==> config.mk <==
export PLATFORM = sky130hd
export DESIGN_NAME = glgo_scale
export DESIGN_NICKNAME = d
export VERILOG_FILES = /design/src/gamma_lut_gain_offset_macros.svh /design/src/glgo_pkg.sv /design/src/glgo_scale.sv
export SDC_FILE = /design/constraint.sdc
export NUM_CORES = 2
export LEC_CHECK = 0
export BUFFER_PORTS_ARGS = -buffer_cell sky130_fd_sc_hd__buf_2
export CORE_MARGIN = 2
export CORE_UTILIZATION = 50
export DETAILED_ROUTE_END_ITERATION = 7
export PLACE_DENSITY = 0.78
export SYNTH_ARGS = -nofsm -noshare
export SYNTH_HDL_FRONTEND = slang
export SYNTH_SLANG_ARGS = --single-unit
==> constraint.sdc <==
create_clock -name clk -period 7.1 [get_ports clk]
set_clock_uncertainty 0.2 [all_clocks]
set_input_delay 0.71 -clock clk [delete_from_list [all_inputs] [get_ports clk]]
set_output_delay 0.71 -clock clk [all_outputs]
set_load 0.01 [all_outputs]
==> src/gamma_lut_gain_offset_macros.svh <==
// Assertion macros shared by the gamma block
`ifndef GAMMA_LUT_GAIN_OFFSET_MACROS_SVH
`define GAMMA_LUT_GAIN_OFFSET_MACROS_SVH

// same-cycle implication
`define GLGO_ASSERT_SAME(label, ck, rs, ante, cons) \
  label: assert property (@(posedge ck) disable iff (rs) (ante) |-> (cons)) \
    else $error("glgo assertion failed");

// next-cycle implication
`define GLGO_ASSERT_NEXT(label, ck, rs, ante, cons) \
  label: assert property (@(posedge ck) disable iff (rs) (ante) |=> (cons)) \
    else $error("glgo assertion failed");

`endif

==> src/glgo_pkg.sv <==
// Types and constants of the gamma lookup block
package glgo_pkg;

  localparam int CH_BITS        = 16;
  localparam int GAIN_BITS      = 16;
  localparam int GAIN_FRAC_BITS = 12;
  localparam int OFFSET_BITS    = 17;
  localparam int SCALED_BITS    = CH_BITS + GAIN_BITS - GAIN_FRAC_BITS;
  localparam int SUM_BITS       = SCALED_BITS + 2;
  localparam int INDEX_SPAN     = 32'h10000;

  localparam logic [GAIN_BITS-1:0] GAIN_RESET = 16'd4096;

  typedef logic [CH_BITS-1:0] sample_t;

  typedef enum logic {
    CMD_LOAD  = 1'b0,
    CMD_PIXEL = 1'b1
  } cmd_t;

  typedef enum logic {
    CFG_GAIN   = 1'b0,
    CFG_OFFSET = 1'b1
  } cfg_reg_t;

  typedef struct packed {
    sample_t r;
    sample_t g;
    sample_t b;
  } rgb_t;

  typedef struct packed {
    logic en1;
    logic en2;
    logic en3;
  } ctrl_t;

endpackage

==> src/glgo_scale.sv <==
// Gain multiply stage, then offset add and saturation into the output register
module glgo_scale #(
  parameter int SAMPLE_BITS = 16
) (
  input  logic                                clk,
  input  glgo_pkg::ctrl_t                     ctrl,
  input  glgo_pkg::rgb_t                      entries,
  input  logic [glgo_pkg::GAIN_BITS-1:0]      gain,
  input  logic signed [glgo_pkg::OFFSET_BITS-1:0] offset,
  output glgo_pkg::rgb_t                      result
);
  import glgo_pkg::*;

  localparam sample_t SAMPLE_MAX = CH_BITS'((INDEX_SPAN >> (CH_BITS - SAMPLE_BITS)) - 1);
  localparam logic signed [SUM_BITS-1:0] SUM_MAX = $signed(SUM_BITS'(SAMPLE_MAX));

  function automatic logic [SCALED_BITS-1:0] scale(input sample_t e,
                                                   input logic [GAIN_BITS-1:0] g);
    logic [CH_BITS+GAIN_BITS-1:0] p;
    p = e * g;
    scale = p[CH_BITS+GAIN_BITS-1:GAIN_FRAC_BITS];
  endfunction

  function automatic sample_t offset_sat(input logic [SCALED_BITS-1:0] v,
                                         input logic signed [OFFSET_BITS-1:0] o);
    logic signed [SUM_BITS-1:0] s;
    s = $signed({2'b00, v}) + SUM_BITS'(o);
    if (s < 0) begin
      offset_sat = '0;
    end else if (s > SUM_MAX) begin
      offset_sat = SAMPLE_MAX;
    end else begin
      offset_sat = s[CH_BITS-1:0];
    end
  endfunction

  logic [SCALED_BITS-1:0] scaled_r;
  logic [SCALED_BITS-1:0] scaled_g;
  logic [SCALED_BITS-1:0] scaled_b;

  always_ff @(posedge clk) begin
    if (ctrl.en2) begin
      scaled_r <= scale(entries.r, gain);
      scaled_g <= scale(entries.g, gain);
      scaled_b <= scale(entries.b, gain);
    end
    if (ctrl.en3) begin
      result.r <= offset_sat(scaled_r, offset);
      result.g <= offset_sat(scaled_g, offset);
      result.b <= offset_sat(scaled_b, offset);
    end
  end

endmodule
After elaboration in Yosys (flattened, before gate mapping)
Cells that the tools add are included.

Flip-flop bits (word level): 108. Word-level logic and storage cells: 21.

Add/sub/neg operators: 3. Multiply operators: 3. Magnitude comparators: 6. Multiplexer cells: 3.

Operators by type and width (number): $mul 16x16->32 (3); $add 21x17->22 (3); $gt 22x17->1 const B (3); $lt 22x1->1 const B (3); $mux 16 (3).

Longest topological paths before layout
Word-level depth: 3. Mapped depth: 25. Mapped depth without buffers: 23.

Worst setup path before layout
Ideal clock, no wire load.

Kind: input to register. Start: input gain[1] in the netlist's numbering. End: register scaled_b[16], data pin. Setup time: 0.259 ns. Data arrival time: 6.264 ns. Data required time: 6.641 ns. Slack: 0.377 ns. Stages: 22. Buffers on the path: 2. Path through: clkbuf_1 clkbuf_1 nand2_1 fa_1 fa_1 fa_1 inv_1 fa_1 fa_1 inv_1 fa_1 inv_1 ha_1 nand2_1 nand3_1 a211o_1 o211ai_1 o21ai_0 a41oi_1 o21ai_0 a21oi_1 xnor2_1.

Word-level cells in the longest chain between the ends: 1.

Ends and longest elaborated chain: from (decl) (line glgo_scale.sv:8) `input logic [glgo_pkg::GAIN_BITS-1:0] gain,`; $mul 16x16->32 (line glgo_scale.sv:20) `p = e * g;`; to (signal assigned) (line glgo_scale.sv:45) `scaled_b <= scale(entries.b, gain);`; to (decl) (line glgo_scale.sv:39) `logic [SCALED_BITS-1:0] scaled_b;`.

No other way between the ends. A chain may end at the register's enable or synchronous reset.

Worst setup path after layout
Start: input gain[5] in the netlist's numbering. End: register scaled_g[16], data pin.

Word-level cells in the longest chain between the ends: 1.

Ends and longest elaborated chain: $mul 16x16->32 (line glgo_scale.sv:20); to (signal assigned) (line glgo_scale.sv:44) `scaled_g <= scale(entries.g, gain);`; to (decl) (line glgo_scale.sv:38) `logic [SCALED_BITS-1:0] scaled_g;`.

No other way between the ends.

==> flow_summary.json <==
{
  "rsz0062_at_grt": "no",
  "hold_path_end": "result[16]",
  "synth_flop_cell": "edfxtp_1",
  "yosysWarnings": 0,
  "p_leak_nw": 16.7,
  "power_mw": 16.7,
  "routedWlPerCell_um": 17.6,
  "ys_async_sr_fraction": 0,
  "timing.hold.ws_ns": 0.528,
  "synth_seq_cells": 108,
  "detailed_place_hpwl_um": 62000,
  "critPathCaptureType": "register",
  "max_cap_violations": 0,
  "antenna_found_initial": 7,
  "synth_area_leaders": "fa_1, ha_1, edfxtp_1",
  "swShare": 0.519,
  "r2r_slack_ns": 3.02,
  "synth_nets": 4392,
  "rows": 91,
  "cp_data_arrival_time_ns": 6.65,
  "netSwitchingPower_mw": 8.68,
  "firstDrtPassIters": 5,
  "cp_max_fo": 22,
  "clkTransAtPathRegs_ns": 0.09,
  "finalSetupViolations": 0,
  "p_clk_frac": 0.032,
  "hp-class": "register to register",
  "clockRootBuffer": "clkbuf_16",
  "vias": 23000,
  "core_area_um2": 61400,
  "slew_violations": 0,
  "ctsHoldBuffers": 0,
  "outcome": "finished, final reports clean",
  "yosysUniqueCellTypes": 77,
  "vias_per_cell": 5.41,
  "dieArea_um2": 63600,
  "period_share": 0.951,
  "port-buffer-count": 131,
  "nNetsFinal": 4477,
  "areaGrowthSynthToFinish_pct": 6.95,
  "internal-power_mw": 8.05,
  "start_kind": "input pin",
  "ios": 133,
  "grt_usage": 0.242,
  "synth_top_area_cell": "fa_1",
  "die_x_um": 252,
  "yosysSeqAreaShare": 0.105,
  "start_util": 0.502,
  "combPwrFrac": 0.863,
  "post-route-drc-count": 0,
  "worstPathRequired_ns": 7.00,
  "tightest_slew_ns": 1.08,
  "avgSynthCellArea_um2": 9.18,
  "drive_above_1_share": 0.0748,
  "finalHoldViolCount": 0,
  "cts_setup_buffers": 0,
  "synthMostInstantiatedCell": "inv_1",
  "fin_util": 0.537,
  "grt.overflow.total": 0,
  "r2r_end": "result[31]",
  "dpl_cell_area_um2": 32700,
  "syn_area_um2": 30800,
  "clockBufferDepth": 2,
  "cts_tree": "yes",
  "reg2reg_from": "scaled_g[0]",
  "grt_pass1_vias": 24100,
  "slew-limit-headroom": 0.282,
  "p_per_area_nw_per_um2": 507,
  "worstHoldStart": "scaled_g[0]",
  "finalWirelength_um": 74800,
  "fin_area_um2": 33000,
  "min_path_cells": 3,
  "min_period_ns": 6.75,
  "fmax_mhz": 148,
  "post_cts_resized": 0,
  "yosysTopAreaCellShare": 0.378,
  "grt_pass1_wl_um": 122000,
  "cts_inserted_buffers": 9,
  "grt_max_degree": 61,
  "ys_top_cells_by_count": "inv_1, fa_1, nand2_1, ha_1, and2_1",
  "htree_levels": 3,
  "place_congestion": 0.906,
  "insertion_delay_ns": 0.36,
  "cts_sinks": 108,
  "drt.antenna.violating_nets": 0,
  "syn_inst": 3359,
  "critical_path_class": "input pin to register",
  "synth_edf_count": 108,
  "reg2reg_depth": 11,
  "peakVddDrop_mv": 0.535,
  "die_h_um": 252,
  "pwr-share-seq": 0.105,
  "drtIter0Drc": 1417
}
==> cells in the final DEF (no fill, tap or decap), drive strengths merged, types with 4 or more instances in the layout <==
master,Yosys,final
edfxtp,108,108
a21oi,128,128
o211ai,8,8
nand4,20,20
o21ai,51,51
a211oi,11,11
nor4,5,5
o41ai,4,4
nor2b,14,14
inv,707,709
nand2,462,462
o2111ai,5,5
o21a,17,17
a31oi,11,11
nand3,27,27
ha,366,366
o31ai,4,4
a21boi,4,4
a21o,48,48
o21bai,10,10
clkbuf,133,9
xnor2,59,59
fa,582,582
nand2b,11,11
nor2,77,77
nor3,23,23
a311oi,8,8
o22ai,4,4
or2,6,6
xor2,38,38
buf,8,215
or3,6,6
and3,6,6
and2,347,347
==> cell type report <==
class	count	area [µm²]
multi-input combinational	2403	24400
sequential	108	3240
tap	790	988
clock buffer	9	225
inverter	707	2650
timing repair buffer	215	1410
fill	5424	28400
antenna	1	2.50
clock inverter	7	83.8
==> power groups by stage <==
stage                     clock network, mW  logic, mW  registers (mW)
after detailed placement                  0       14.4            1.77
after floorplan                           0       10.6            1.74
after CTS                             0.540       14.6            1.76
final                                 0.534       14.4            1.75
after global routing                  0.561       16.4            1.77
after global placement                    0       14.1            1.77
==> logic make-up after synthesis <==
family | share of synthesized area
flops | 0.105
xor+xnor | 0.0276
compound gates | 0.0726
mux | 0.000974
fa+ha+maj | 0.527
buf+inv | 0.105
simple gates | 0.162
==> state kept, by name, indices dropped and copies added, names as in the netlist <==
register	flops
result	48
scaled_b	20
scaled_g	20
scaled_r	20
==> layer usage <==
metal,global-route usage,wire [µm]
met2,0.423,37000
met1,0.313,30700
met5,0,70
met4,0.0654,1860
met3,0.0369,5110
==> per-stage QoR <==
step	setup WS, ns	cells	TNS (ns)
finish	0.351	4240	0
CTS	0.384	4239	0
detailed placement	-0.000112	4223	-0.000112
floorplan	0.377	3359	0
global placement	0.114	4223	0
global route	0.112	4239	0
==> how the worst max path moves through the flow <==
stage,from,slack (ns),cells after the start,to
final,gain[5],0.35,22,scaled_g[16]
after global routing,gain[6],0.11,23,scaled_r[11]
after CTS,gain[3],0.38,21,scaled_g[16]
after detailed placement,gain[3],-0.0001,21,scaled_g[16]
after global placement,gain[3],0.11,21,scaled_g[16]
after floorplan,gain[1],0.38,22,scaled_b[16]
==> critical path: stages <==
cell and delay [ns]:
buf_2 0.39, buf_4 0.25, and2_1 0.17, fa_1 0.42, inv_1 0.08, fa_1 0.43, fa_1 0.53, inv_1 0.06
fa_1 0.51, fa_1 0.51, inv_1 0.05, fa_1 0.47, inv_1 0.04, ha_1 0.28, a21o_1 0.18, a21oi_1 0.23
o211a_1 0.20, a22o_1 0.20, o21ai_0 0.18, a22o_1 0.32, o41ai_1 0.31, xnor2_1 0.12
Note: power is estimated with default switching activity, not from simulation.
